$ cat src/hw/rtl/hdf_pkg.sv
// ----------------------------------------------------------------------------
// hdf_pkg
// Shared types, result kinds, register indexes and header capture layout
// for the header deframer.
// ----------------------------------------------------------------------------
package hdf_pkg;

   localparam int BYTE_W     = 8;
   localparam int POS_W      = 7;
   localparam int KIND_W     = 3;
   localparam int CSR_ADDR_W = 5;
   localparam int CSR_DATA_W = 64;

   localparam logic [KIND_W-1:0] KIND_HEADER    = 3'd0;
   localparam logic [KIND_W-1:0] KIND_FILE      = 3'd1;
   localparam logic [KIND_W-1:0] KIND_RECEIPT   = 3'd2;
   localparam logic [KIND_W-1:0] KIND_UNMATCHED = 3'd3;
   localparam logic [KIND_W-1:0] KIND_PAYLOAD   = 3'd4;
   localparam logic [KIND_W-1:0] KIND_IGNORED   = 3'd5;

   typedef enum logic [2:0] {
      PH_COLLECT = 3'b001,
      PH_PAYLOAD = 3'b010,
      PH_IGNORE  = 3'b100
   } phase_type;

   typedef enum logic [1:0] {
      REG_FILE_KEY_LOW    = 2'd0,
      REG_FILE_KEY_HIGH   = 2'd1,
      REG_RECEIPT_KEY_LOW = 2'd2,
      REG_RECEIPT_KEY_HIGH = 2'd3
   } reg_index_type;

   // capture slots: header bytes 0..11, 50..61 and 82..109
   localparam int CAP_SLOTS       = 52;
   localparam int SLOT_KEY        = 0;
   localparam int SLOT_RCPT_TYPE  = 12;
   localparam int SLOT_RCPT_ERROR = 16;
   localparam int SLOT_RCPT_PORT  = 20;
   localparam int SLOT_FILE_SIZE  = 24;
   localparam int SLOT_START_OFF  = 32;
   localparam int SLOT_PART_INDEX = 40;
   localparam int SLOT_PART_COUNT = 44;
   localparam int SLOT_FILE_PORT  = 48;

   function automatic int cap_pos(input int slot);
      int p;
      if (slot < 12) begin
         p = slot;
      end else if (slot < 24) begin
         p = slot + 38;
      end else begin
         p = slot + 58;
      end
      return p;
   endfunction

   typedef struct packed {
      logic [63:0] file_lo;
      logic [31:0] file_hi;
      logic [63:0] rcpt_lo;
      logic [31:0] rcpt_hi;
   } key_cfg_type;

   typedef struct packed {
      logic        is_file;
      logic        is_rcpt;
      logic [63:0] file_size;
      logic [63:0] start_offset;
      logic [31:0] part_index;
      logic [31:0] part_count;
      logic [31:0] file_port;
      logic [31:0] rcpt_type;
      logic [31:0] rcpt_error;
      logic [31:0] rcpt_port;
   } hdr_fields_type;

   typedef struct packed {
      logic [KIND_W-1:0] kind;
      logic [BYTE_W-1:0] out_byte;
      logic [POS_W-1:0]  header_pos;
      logic [63:0]       write_offset;
      logic [63:0]       file_size;
      logic [31:0]       part_index;
      logic [31:0]       part_count;
      logic [31:0]       reply_port;
      logic [31:0]       receipt_type;
      logic [31:0]       receipt_error;
   } rsp_payload_type;

endpackage

$ cat src/hw/rtl/hdf_ifs.sv
// ----------------------------------------------------------------------------
// hdf_ifs
// Valid/ready channels for the byte input and the result output.
// ----------------------------------------------------------------------------
interface hdf_req_if import hdf_pkg::*; ();
   logic              valid;
   logic              ready;
   logic [BYTE_W-1:0] in_byte;

   modport source (output valid, output in_byte, input ready);
   modport sink (input valid, input in_byte, output ready);
endinterface

interface hdf_rsp_if import hdf_pkg::*; ();
   logic              valid;
   logic              ready;
   logic [KIND_W-1:0] kind;
   logic [BYTE_W-1:0] out_byte;
   logic [POS_W-1:0]  header_pos;
   logic [63:0]       write_offset;
   logic [63:0]       file_size;
   logic [31:0]       part_index;
   logic [31:0]       part_count;
   logic [31:0]       reply_port;
   logic [31:0]       receipt_type;
   logic [31:0]       receipt_error;

   modport source (output valid, output kind, output out_byte, output header_pos,
                   output write_offset, output file_size, output part_index,
                   output part_count, output reply_port, output receipt_type,
                   output receipt_error, input ready);
   modport sink (input valid, input kind, input out_byte, input header_pos,
                 input write_offset, input file_size, input part_index,
                 input part_count, input reply_port, input receipt_type,
                 input receipt_error, output ready);
endinterface

$ cat src/hw/rtl/hdf_csr.sv
// ----------------------------------------------------------------------------
// hdf_csr
// APB register block holding the file and receipt keywords.
// ----------------------------------------------------------------------------
module hdf_csr import hdf_pkg::*; (
   input  logic                  clock,
   input  logic                  reset,
   input  logic                  psel,
   input  logic                  penable,
   input  logic                  pwrite,
   input  logic [CSR_ADDR_W-1:0] paddr,
   input  logic [CSR_DATA_W-1:0] pwdata,
   output logic [CSR_DATA_W-1:0] prdata,
   output logic                  pready,
   output key_cfg_type           keys
);

   key_cfg_type   keys_ff;
   reg_index_type reg_sel;
   logic          wr_en;

   assign pready  = 1'b1;
   assign reg_sel = reg_index_type'(paddr[4:3]);
   assign wr_en   = psel && penable && pwrite;
   assign keys    = keys_ff;

   always_ff @(posedge clock) begin
      if (reset) begin
         keys_ff <= '0;
      end else if (wr_en) begin
         unique case (reg_sel)
            REG_FILE_KEY_LOW:     keys_ff.file_lo <= pwdata;
            REG_FILE_KEY_HIGH:    keys_ff.file_hi <= pwdata[31:0];
            REG_RECEIPT_KEY_LOW:  keys_ff.rcpt_lo <= pwdata;
            REG_RECEIPT_KEY_HIGH: keys_ff.rcpt_hi <= pwdata[31:0];
            default:              keys_ff <= keys_ff;
         endcase
      end
   end

   always_comb begin
      unique case (reg_sel)
         REG_FILE_KEY_LOW:     prdata = keys_ff.file_lo;
         REG_FILE_KEY_HIGH:    prdata = {32'd0, keys_ff.file_hi};
         REG_RECEIPT_KEY_LOW:  prdata = keys_ff.rcpt_lo;
         REG_RECEIPT_KEY_HIGH: prdata = {32'd0, keys_ff.rcpt_hi};
         default:              prdata = '0;
      endcase
   end

endmodule

$ cat src/hw/rtl/hdf_capture.sv
// ----------------------------------------------------------------------------
// hdf_capture
// Captures the header bytes that carry keyword and fields, and decodes the
// header on its last byte.
// ----------------------------------------------------------------------------
module hdf_capture import hdf_pkg::*; #(
   parameter int HEADER_BYTES = 110,
   localparam int CNT_W = $clog2(HEADER_BYTES)
) (
   input  logic              clock,
   input  logic              wr_en,
   input  logic [CNT_W-1:0]  pos,
   input  logic [BYTE_W-1:0] in_byte,
   input  key_cfg_type       keys,
   output hdr_fields_type    fields
);

   logic [BYTE_W-1:0]          cap_ff [CAP_SLOTS];
   logic [BYTE_W*CAP_SLOTS-1:0] cur;
   logic [95:0]                 key_bytes;

   always_ff @(posedge clock) begin
      for (int k = 0; k < CAP_SLOTS; k++) begin
         if (wr_en && pos == CNT_W'(cap_pos(k))) begin
            cap_ff[k] <= in_byte;
         end
      end
   end

   // the last header byte is still on its way in
   always_comb begin
      for (int k = 0; k < CAP_SLOTS; k++) begin
         cur[BYTE_W*k +: BYTE_W] = (cap_pos(k) == HEADER_BYTES - 1) ? in_byte : cap_ff[k];
      end
   end

   assign key_bytes = cur[BYTE_W*SLOT_KEY +: 96];

   always_comb begin
      fields.is_file      = key_bytes == {keys.file_hi, keys.file_lo};
      fields.is_rcpt      = key_bytes == {keys.rcpt_hi, keys.rcpt_lo};
      fields.file_size    = cur[BYTE_W*SLOT_FILE_SIZE +: 64];
      fields.start_offset = cur[BYTE_W*SLOT_START_OFF +: 64];
      fields.part_index   = cur[BYTE_W*SLOT_PART_INDEX +: 32];
      fields.part_count   = cur[BYTE_W*SLOT_PART_COUNT +: 32];
      fields.file_port    = cur[BYTE_W*SLOT_FILE_PORT +: 32];
      fields.rcpt_type    = cur[BYTE_W*SLOT_RCPT_TYPE +: 32];
      fields.rcpt_error   = cur[BYTE_W*SLOT_RCPT_ERROR +: 32];
      fields.rcpt_port    = cur[BYTE_W*SLOT_RCPT_PORT +: 32];
   end

endmodule

$ cat src/hw/rtl/header_deframer_with_offset.sv
// ----------------------------------------------------------------------------
// header_deframer_with_offset
// Each byte is registered in the input stage, then in the result stage.
// Throughput: one byte per cycle while results are taken without stall,
// set by the single input and result stage.
// Reset clears the keywords, header count, phase, offset and both stages;
// no clearing pass, bytes are taken from the first cycle after reset.
// Splits a byte stream into a 110-byte header and payload or ignored bytes.
// ----------------------------------------------------------------------------
module header_deframer_with_offset import hdf_pkg::*; #(
   parameter int HEADER_BYTES = 110
) (
   input  logic                  clock,
   input  logic                  reset,
   hdf_req_if.sink               req_bus,
   hdf_rsp_if.source             rsp_bus,
   input  logic                  psel,
   input  logic                  penable,
   input  logic                  pwrite,
   input  logic [CSR_ADDR_W-1:0] paddr,
   input  logic [CSR_DATA_W-1:0] pwdata,
   output logic [CSR_DATA_W-1:0] prdata,
   output logic                  pready
);

   localparam int CNT_W = $clog2(HEADER_BYTES);
   localparam logic [CNT_W-1:0] LAST_POS = CNT_W'(HEADER_BYTES - 1);

   key_cfg_type     keys;
   hdr_fields_type  fields;

   logic              s0_valid_ff;
   logic [BYTE_W-1:0] s0_byte_ff;
   logic              rsp_valid_ff;
   rsp_payload_type   rsp_ff;
   rsp_payload_type   rsp_in;
   logic [CNT_W-1:0]  count_ff;
   logic [CNT_W-1:0]  count_in;
   phase_type         phase_ff;
   phase_type         phase_in;
   logic [63:0]       offset_ff;
   logic [63:0]       offset_in;
   logic              advance;
   logic              cap_wr;

   hdf_csr u_csr (
      .clock   (clock),
      .reset   (reset),
      .psel    (psel),
      .penable (penable),
      .pwrite  (pwrite),
      .paddr   (paddr),
      .pwdata  (pwdata),
      .prdata  (prdata),
      .pready  (pready),
      .keys    (keys)
   );

   hdf_capture #(.HEADER_BYTES(HEADER_BYTES)) u_capture (
      .clock   (clock),
      .wr_en   (cap_wr),
      .pos     (count_ff),
      .in_byte (s0_byte_ff),
      .keys    (keys),
      .fields  (fields)
   );

   assign advance       = s0_valid_ff && (!rsp_valid_ff || rsp_bus.ready);
   assign req_bus.ready = !s0_valid_ff || advance;
   assign cap_wr        = advance && (phase_ff == PH_COLLECT);

   always_comb begin
      rsp_in          = '0;
      rsp_in.out_byte = s0_byte_ff;
      count_in        = count_ff;
      phase_in        = phase_ff;
      offset_in       = offset_ff;
      unique case (phase_ff)
         PH_COLLECT: begin
            rsp_in.header_pos = count_ff[POS_W-1:0];
            if (count_ff != LAST_POS) begin
               rsp_in.kind = KIND_HEADER;
               count_in    = count_ff + CNT_W'(1);
            end else begin
               count_in = '0;
               if (fields.is_rcpt) begin
                  rsp_in.receipt_type  = fields.rcpt_type;
                  rsp_in.receipt_error = fields.rcpt_error;
                  rsp_in.reply_port    = fields.rcpt_port;
               end
               if (fields.is_file) begin
                  rsp_in.kind         = KIND_FILE;
                  rsp_in.file_size    = fields.file_size;
                  rsp_in.write_offset = fields.start_offset;
                  rsp_in.part_index   = fields.part_index;
                  rsp_in.part_count   = fields.part_count;
                  rsp_in.reply_port   = fields.file_port;
                  offset_in           = fields.start_offset;
                  phase_in            = PH_PAYLOAD;
               end else if (fields.is_rcpt) begin
                  rsp_in.kind = KIND_RECEIPT;
                  phase_in    = PH_IGNORE;
               end else begin
                  rsp_in.kind = KIND_UNMATCHED;
                  phase_in    = PH_IGNORE;
               end
            end
         end
         PH_PAYLOAD: begin
            rsp_in.kind         = KIND_PAYLOAD;
            rsp_in.write_offset = offset_ff;
            offset_in           = offset_ff + 64'd1;
         end
         default: begin
            rsp_in.kind = KIND_IGNORED;
         end
      endcase
   end

   always_ff @(posedge clock) begin
      if (reset) begin
         s0_valid_ff  <= 1'b0;
         rsp_valid_ff <= 1'b0;
         count_ff     <= '0;
         phase_ff     <= PH_COLLECT;
         offset_ff    <= '0;
      end else begin
         if (req_bus.ready) begin
            s0_valid_ff <= req_bus.valid;
         end
         if (advance) begin
            rsp_valid_ff <= 1'b1;
            count_ff     <= count_in;
            phase_ff     <= phase_in;
            offset_ff    <= offset_in;
         end else if (rsp_bus.ready) begin
            rsp_valid_ff <= 1'b0;
         end
      end
   end

   always_ff @(posedge clock) begin
      if (req_bus.valid && req_bus.ready) begin
         s0_byte_ff <= req_bus.in_byte;
      end
      if (advance) begin
         rsp_ff <= rsp_in;
      end
   end

   assign rsp_bus.valid         = rsp_valid_ff;
   assign rsp_bus.kind          = rsp_ff.kind;
   assign rsp_bus.out_byte      = rsp_ff.out_byte;
   assign rsp_bus.header_pos    = rsp_ff.header_pos;
   assign rsp_bus.write_offset  = rsp_ff.write_offset;
   assign rsp_bus.file_size     = rsp_ff.file_size;
   assign rsp_bus.part_index    = rsp_ff.part_index;
   assign rsp_bus.part_count    = rsp_ff.part_count;
   assign rsp_bus.reply_port    = rsp_ff.reply_port;
   assign rsp_bus.receipt_type  = rsp_ff.receipt_type;
   assign rsp_bus.receipt_error = rsp_ff.receipt_error;

endmodule

$ cat src/flat_wrapper.sv
// flat-port wrapper written by rule: the top's interface ports become plain ports
module header_deframer_with_offset_flat import hdf_pkg::*;
#(
   parameter int HEADER_BYTES = 110
)
  (clock, reset, psel, penable, pwrite, paddr, pwdata, prdata, pready, req_bus_valid, req_bus_in_byte, req_bus_ready, rsp_bus_valid, rsp_bus_kind, rsp_bus_out_byte, rsp_bus_header_pos, rsp_bus_write_offset, rsp_bus_file_size, rsp_bus_part_index, rsp_bus_part_count, rsp_bus_reply_port, rsp_bus_receipt_type, rsp_bus_receipt_error, rsp_bus_ready);
  hdf_req_if req_bus_i ();
  hdf_rsp_if rsp_bus_i ();
  input  logic clock;
  input  logic reset;
  input  logic psel;
  input  logic penable;
  input  logic pwrite;
  input  logic [CSR_ADDR_W-1:0] paddr;
  input  logic [CSR_DATA_W-1:0] pwdata;
  output logic [CSR_DATA_W-1:0] prdata;
  output logic pready;
  input wire logic [$bits(req_bus_i.valid)-1:0] req_bus_valid;
  input wire logic [$bits(req_bus_i.in_byte)-1:0] req_bus_in_byte;
  output wire logic [$bits(req_bus_i.ready)-1:0] req_bus_ready;
  output wire logic [$bits(rsp_bus_i.valid)-1:0] rsp_bus_valid;
  output wire logic [$bits(rsp_bus_i.kind)-1:0] rsp_bus_kind;
  output wire logic [$bits(rsp_bus_i.out_byte)-1:0] rsp_bus_out_byte;
  output wire logic [$bits(rsp_bus_i.header_pos)-1:0] rsp_bus_header_pos;
  output wire logic [$bits(rsp_bus_i.write_offset)-1:0] rsp_bus_write_offset;
  output wire logic [$bits(rsp_bus_i.file_size)-1:0] rsp_bus_file_size;
  output wire logic [$bits(rsp_bus_i.part_index)-1:0] rsp_bus_part_index;
  output wire logic [$bits(rsp_bus_i.part_count)-1:0] rsp_bus_part_count;
  output wire logic [$bits(rsp_bus_i.reply_port)-1:0] rsp_bus_reply_port;
  output wire logic [$bits(rsp_bus_i.receipt_type)-1:0] rsp_bus_receipt_type;
  output wire logic [$bits(rsp_bus_i.receipt_error)-1:0] rsp_bus_receipt_error;
  input wire logic [$bits(rsp_bus_i.ready)-1:0] rsp_bus_ready;
  assign req_bus_i.valid = req_bus_valid;
  assign req_bus_i.in_byte = req_bus_in_byte;
  assign req_bus_ready = req_bus_i.ready;
  assign rsp_bus_valid = rsp_bus_i.valid;
  assign rsp_bus_kind = rsp_bus_i.kind;
  assign rsp_bus_out_byte = rsp_bus_i.out_byte;
  assign rsp_bus_header_pos = rsp_bus_i.header_pos;
  assign rsp_bus_write_offset = rsp_bus_i.write_offset;
  assign rsp_bus_file_size = rsp_bus_i.file_size;
  assign rsp_bus_part_index = rsp_bus_i.part_index;
  assign rsp_bus_part_count = rsp_bus_i.part_count;
  assign rsp_bus_reply_port = rsp_bus_i.reply_port;
  assign rsp_bus_receipt_type = rsp_bus_i.receipt_type;
  assign rsp_bus_receipt_error = rsp_bus_i.receipt_error;
  assign rsp_bus_i.ready = rsp_bus_ready;
  header_deframer_with_offset #(.HEADER_BYTES(HEADER_BYTES)) u_core (.clock(clock), .reset(reset), .req_bus(req_bus_i), .rsp_bus(rsp_bus_i), .psel(psel), .penable(penable), .pwrite(pwrite), .paddr(paddr), .pwdata(pwdata), .prdata(prdata), .pready(pready));
endmodule
$ cat config.mk
export PLATFORM = sky130hd
export DESIGN_NAME = header_deframer_with_offset_flat
export DESIGN_NICKNAME = d
export VERILOG_FILES = /design/src/hw/rtl/hdf_pkg.sv /design/src/hw/rtl/hdf_ifs.sv /design/src/hw/rtl/hdf_csr.sv /design/src/hw/rtl/hdf_capture.sv /design/src/hw/rtl/header_deframer_with_offset.sv /design/src/flat_wrapper.sv
export SDC_FILE = /design/constraint.sdc
export NUM_CORES = 1
export LEC_CHECK = 0
export BUFFER_PORTS_ARGS = -buffer_cell sky130_fd_sc_hd__buf_2
export CAP_MARGIN = 40
export CELL_PAD_IN_SITES_DETAIL_PLACEMENT = 1
export CELL_PAD_IN_SITES_GLOBAL_PLACEMENT = 1
export CORE_MARGIN = 2
export CORE_UTILIZATION = 52
export DETAILED_ROUTE_END_ITERATION = 16
export HOLD_SLACK_MARGIN = 0.12
export PLACE_DENSITY = 0.82
export SETUP_SLACK_MARGIN = 0.3
export SYNTH_ARGS = -nofsm -noshare
export SYNTH_HDL_FRONTEND = slang
export SYNTH_HIERARCHICAL = 1
export SYNTH_SLANG_ARGS = --single-unit
$ cat constraint.sdc
create_clock -name clock -period 14.4 [get_ports clock]
set_clock_uncertainty 0.05 [all_clocks]
set_input_delay 2.16 -clock clock [delete_from_list [all_inputs] [get_ports clock]]
set_output_delay 2.16 -clock clock [all_outputs]
set_load 0.02 [all_outputs]
**Yosys cells after proc, flatten, opt, wreduce, memory -nomap -nowiden**

Memories as Yosys holds them, arrays and structs flattened.
Index checks and enable logic that the tools add are counted.

- Input bits: 84
- Logic and storage cells: 487
- Memory bits (writable): 416
- Register bits: 582
- Memories kept: 1

- Mux-type cells: 273
- Reduce and logical (&&, ||, !) cells: 126
- Equal/unequal tests: 61
- $add $sub $neg: 2
- Bitwise gates (word level): 4

Memory list:

| memory | words | width | rd ports | clocked after memory_dff | write ports | line | RTL |
|---|---|---|---|---|---|---|---|
| u_core.u_capture.cap_ff | 52 | 8 | 51 | 0 | 1 | hdf_capture.sv:18 | `logic [BYTE_W-1:0] cap_ff [CAP_SLOTS];` |

Operators with widths:

| kind | count |
|---|---|
| 8-bit 2-to-1 mux | 51 |
| 8-bit OR reduction | 51 |
| 6-bit 2-to-1 mux | 51 |
| 288-bit 2-to-1 mux | 1 |
| 64-bit one-hot mux with 2 select lines | 2 |
| 64-bit one-hot mux with 4 select lines | 1 |
| 224-bit 2-to-1 mux | 1 |
| 7-bit == test, second input constant | 28 |
| 96-bit == test | 2 |
| 1-bit 2-to-1 mux | 158 |
| 64-bit 2-to-1 mux | 2 |
| 96-bit 2-to-1 mux | 1 |
| 7-bit by 6-bit == test with 1-bit output, second input constant | 12 |
| 64-bit by 1-bit adder with 64-bit output, second input constant | 1 |
| 1-bit logical AND | 57 |
| 7-bit by 3-bit == test with 1-bit output, second input constant | 4 |
| 7-bit by 4-bit == test with 1-bit output, second input constant | 4 |
| 7-bit by 2-bit == test with 1-bit output, second input constant | 2 |
| 2-bit AND reduction | 5 |
| 3-bit 2-to-1 mux | 3 |
| 7-bit by 1-bit adder with 7-bit output, second input constant | 1 |
| 7-bit by 1-bit == test with 1-bit output, second input constant | 1 |
| 7-bit zero test | 1 |
| 7-bit 2-to-1 mux | 1 |
| 17 further kinds | 25 |

**Longest topological paths before layout**

- Depth after elaboration: 59
- Gate-level depth with buffers: 12
- Gate-level depth less buffers: 10

**Modules after synthesis**

The synthesis kept the hierarchy.

By module, submodules not included:

| module | cells an instance | sequential area each (sq um) | area an instance (sq um) | instances |
|---|---|---|---|---|
| header_deframer_with_offset | 1332 | 10950.5 | 16631.0 | 1 |
| hdf_capture | 915 | 12251.8 | 15972.8 | 1 |
| hdf_csr | 888 | 3843.7 | 8968.6 | 1 |

**Worst setup path after synthesis**

No wires, ideal clock.

- Path type: input-to-reg
- From: input port rsp_bus_ready
- To: register u_core.rsp_ff, in the netlist u_core/rsp_bus.file_size[0] (enable)
- Cell stages on the path: 2
- Arrival: 9.270 ns
- Path slack: 4.372 ns
- Library setup time: 0.708 ns
- Cell sequence: nand2b_1 and2_1

- Longest elaborated chain between the ends: 2

Ends and longest elaborated chain:

| what | line | RTL |
|---|---|---|
| from (decl) | flat_wrapper.sv:32 | `input wire logic [$bits(rsp_bus_i.ready)-1:0] rsp_bus_ready;` |
| 1-bit logical OR | header_deframer_with_offset.sv:68 | `assign advance = s0_valid_ff && (!rsp_valid_ff \|\| rsp_bus.ready);` |
| 1-bit logical AND | header_deframer_with_offset.sv:68 |  |
| net u_core.advance | header_deframer_with_offset.sv:43 | `logic advance;` |
| to (signal assigned) | header_deframer_with_offset.sv:147 | `rsp_ff <= rsp_in;` |
| to (decl) | header_deframer_with_offset.sv:35 | `rsp_payload_type rsp_ff;` |

The timed path passes the listed nets, and every way through them passes these cells.
A chain may end at the register's enable or synchronous reset.

**Final worst setup path**

- From: input port paddr[3]
- To: output port prdata[18]

- Longest elaborated chain between the ends: 2

Ends and longest elaborated chain:

| what | line | RTL |
|---|---|---|
| from (decl) | flat_wrapper.sv:14 | `input logic [CSR_ADDR_W-1:0] paddr;` |
| 2-bit == test (tied with other cells) | hdf_csr.sv:42 | `unique case (reg_sel)` |
| 64-bit one-hot mux with 4 select lines (*) | hdf_csr.sv:42 |  |
| to (decl) | flat_wrapper.sv:16 | `output logic [CSR_DATA_W-1:0] prdata;` |

Every way passes the cells marked *; elsewhere a longest branch is shown, timed or not.

==> results.txt <==
- In the finished design, the share of the clock period the worst path needs comes to 45.78%.
- Post-detailed-route count of antenna-violating nets: 0
- Die width: 286.8 um
- At the worst endpoint, the arrival time is between 4 and 5 ns.
- Number of global-route vias before repair: ~28,000
- Hold violation count in the final report: 0
* Proportion of netlist area held by the largest area contributor: between 50% and 60%
- Final max-slew violation count: 0
- Count of standard-cell rows: 103
* Total wire length after detailed routing: 124,500 um
- After synthesis the cells add up to 41,570 um2.
- GR Overflow Total: 0
* WP data required: 12.19 ns
- Synthesis produced a netlist with a net count of 3,222.
- In the routed layout, each cell is associated on average with a via count of 5.928.
* Initial core utilization: a little over half
* Final design utilization: 59.66%
- Counting the buffers created by CTS gives 100.
* Sum of negative setup slack: 0 ns
- Power share of the combinational group: 4.6%
* Nets@finish: 3,496
- In the synthesized netlist the async set-or-reset flop fraction comes to 0%.
- Antenna violations before repair: 7
* Port bufs: 452
- STA classifies the critical path endpoint as a primary output.
* Routed len/inst: between 20 and 30 um
- CTS sink count: 990
* Switching part of the total power: 22.64%
* Dominant cell type by area after synthesis: edfxtp_1
- Sequential group share of total power: 52.3%
- Across the VDD grid, the largest voltage drop is 0.09231 mV.
* Setup slack of the worst register-to-register path: 9.12 ns
- During I/O placement, the number of pins put on the boundary was roughly 460.
- Tracing the worst setup path back leads to its startpoint at paddr[3].
* Startpoint kind of the worst setup timing path: input pin
- Yosys mapped the design onto 74 distinct sky130hd cell types.
* Slew headroom: about a third
* Power Density: 127.0 nW/um2
- Core ar.: 79,130 um2
* Internal portion of total power: 0.004638 W
- The library cell used most frequently in the layout, excluding fill and tap cells, is edfxtp_1.
* Average instance area after synthesis: 13.26 um2
* Die Height: 286.8 um
- Switch Pwr: 0.001357 W
- Setup violations remaining at the end of the flow were counted as 0.
- Dominant cells by area after synthesis: edfxtp_1, dfxtp_1, mux2i_1
- The critical path is of the in2out type.
* Worst slew pin tran: approximately 0.98 ns
- The run finished with clean final reports.
- Clock-pin transition on the worst setup and hold timing paths: around 0.06 ns
- Number of enable flip-flop cells after synthesis: 722
* Post-placement worst setup slack: 7.790 ns
* Wire length of the first global-routing pass: between 150,000 and 200,000 um
- LEAKAGE: between 15 and 20 nW
- Count of buffers added by post-CTS timing repair for setup: 0
- Following the worst setup path forward leads to its endpoint at prdata[18].
- Number of instances resized during post-cts repair: 0
- The worst register-to-register path has a depth of 11.
- Worst hold-check path type: reg2reg
- The worst hold path begins at u_core/u_csr/keys[157].
- The die covers 82,230 um2.
* Seq/Total Area, Yosys: between 60% and 70%
- Number of warnings reported in the yosys synthesis log: 6
- TritonCTS built the clock tree.
* Maximum root-to-sink buffer count: 3
- Across every metal layer, demand over resource in global routing totals 29.81%.
- Most common flop cell mapped by yosys: edfxtp_1
- In the synthesized netlist, the number of instances is 3,135.
- After detailed placement, the total cell area comes to roughly 44,000 um2.
- Most frequent cells in the layout: edfxtp_1, buf_2, dfxtp_1
* Antenna Cells: 0
* Number of optimization iterations in the first detailed-route pass: 5
- The first routing iteration left 2,629 violations.
- Vias post-DR: ~27,000
- CP Max Fanout: 45
* Maximum operating frequency: roughly 150 MHz
- Clk pwr share: 43.0%
- Hold buffers post-CTS: 0
- # Max-Cap Violations: 0
- Counting flops and latches in the post-synthesis netlist gives between 900 and 1,000.
* Time the final worst path needs with I/O delays and setup: 6.592 ns
- After routing the design area is 47,210 um2.
- The clock reaches the later pin of the worst-skew pair after 0.67 ns.
- Routability-driven placement finished with a final weighted congestion of 0.8733.
- Count of H-tree levels built during CTS: 3
* Number of DRC violations after detailed routing: 0
- Smallest setup slack after layout: just under 8 ns
* Critical register-to-register path startpoint: u_core/u_capture/cap_ff[0][76]
* Half-perimeter wire length of the detailed placement result: between 80,000 and 90,000 um
- Worst flop-to-flop path endpoint: u_core/rsp_bus.part_index[12]
* Fraction of final layout cells sized beyond drive strength 1: 21.00%
- Entering global routing, the biggest net connects 186 pins.
- The tree is rooted in a clkbuf_16.
- Setup repair after global routing left no endpoint under its margin.
- Relative to the synthesized area, the layout overhead comes to 13.56%.
-- layer usage --
metal / track usage (%) / routed length, um / up-vias
li1: - / - / 11749
met1: 39.03 / 50130 / 13759
met2: 49.57 / 60260 / 1184
met3: 5.159 / 9270 / 247
met4: 11.93 / 4833 / 6
met5: 0 / 40 / -
-- power by group through the flow --
stage / Sequential [W] / Combinational [W] / Clock (W)
floorplan: 0.00327 / 0.0000873 / 0
global placement: 0.00319 / 0.000261 / 0
detailed placement: 0.00320 / 0.000277 / 0
CTS: 0.00314 / 0.000279 / 0.00262
global route: 0.00314 / 0.000291 / 0.00271
finish: 0.00314 / 0.000278 / 0.00258
-- sequential cells by signal, summed over array words and instances (netlist names) --
| register | count |
|---|---|
| u_core/count_ff | 7 |
| u_core/offset_ff | 64 |
| u_core/phase_ff | 3 |
| u_core/rsp_bus.file_size | 64 |
| u_core/rsp_bus.header_pos | 7 |
| u_core/rsp_bus.kind | 3 |
| u_core/rsp_bus.out_byte | 8 |
| u_core/rsp_bus.part_count | 32 |
| u_core/rsp_bus.part_index | 32 |
| u_core/rsp_bus.receipt_error | 32 |
| u_core/rsp_bus.receipt_type | 32 |
| u_core/rsp_bus.reply_port | 32 |
| u_core/rsp_bus.valid | 1 |
| u_core/rsp_bus.write_offset | 64 |
| u_core/s0_byte_ff | 8 |
| u_core/s0_valid_ff | 1 |
| u_core/u_capture/cap_ff | 408 |
| u_core/u_csr/keys | 192 |
-- cell families (layout without fill, tap and decap cells) --
group | after synthesis | count (layout) | synth area share [%]
adders and majority gates | 3 | 3 | 0.09030
and+or+nand+nor | 969 | 969 | 13.44
buffers and inverters | 361 | 721 | 5.110
DFF | 990 | 990 | 65.06
AOI/OAI and AO/OA | 416 | 416 | 6.405
xor gates and xnor gates | 196 | 196 | 4.129
other | 1 | 1 | 0.009020
muxes | 199 | 199 | 5.755
-- worst min path at each step --
stage / end / cells after the start
floorplan: u_core/offset_ff[22] / 2
global placement: u_core/offset_ff[63] / 2
detailed placement: u_core/u_csr/keys[157] / 2
CTS: u_core/u_csr/keys[157] / 2
global route: u_core/u_csr/keys[146] / 2
finish: u_core/u_csr/keys[157] / 2
-- worst max-delay path, stage by stage --
cell	delay, ns
buf_4	0.49
buf_4	0.55
buf_16	0.30
mux4_2	0.62
buf_2	0.20
-- final cells by class --
type,instances,area [um2]
clock inverters,48,495.5
clock buffers,140,2783
fillers,7795,31920
multi-input cells,1784,12460
repair buffers,517,3054
well taps,1050,1314
inverters,16,60.06
flip-flops and latches,990,27050
-- synthesized netlist by cell type, types with 6 or more instances --
cell        n
or3_1       7
and2_1    210
nor3_1     15
nand4_1    60
a21oi_1    54
clkbuf_1  120
and3_1     29
buf_6       7
o21ai_0   158
o211ai_1   12
or4_1      13
edfxtp_1  722
inv_1      13
a31oi_1    34
nand3_1    48
nand2_1   111
buf_2      36
dfxtp_1   268
mux4_2     32
a22oi_1    10
xnor2_1   128
o31ai_1    13
nor4_1     32
mux2i_1   167
a21o_1      9
o32ai_1     6
nor2b_1    69
a22o_1     78
nor2_1    132
o21ai_1     9
a211oi_1    7
xor2_1     68
nand2b_1  196
buf_4     179
-- stage by stage --
stage	cells	hold WS, ns	power, W
after floorplan	3135	0.4136	0.003353
after global placement	4323	0.4227	0.003455
after detailed placement	4354	0.4413	0.003475
after CTS	4542	0.4560	0.006035
after global routing	4545	0.4761	0.006145
final	4545	0.4573	0.005995
Power figures use the tool's default switching activity.
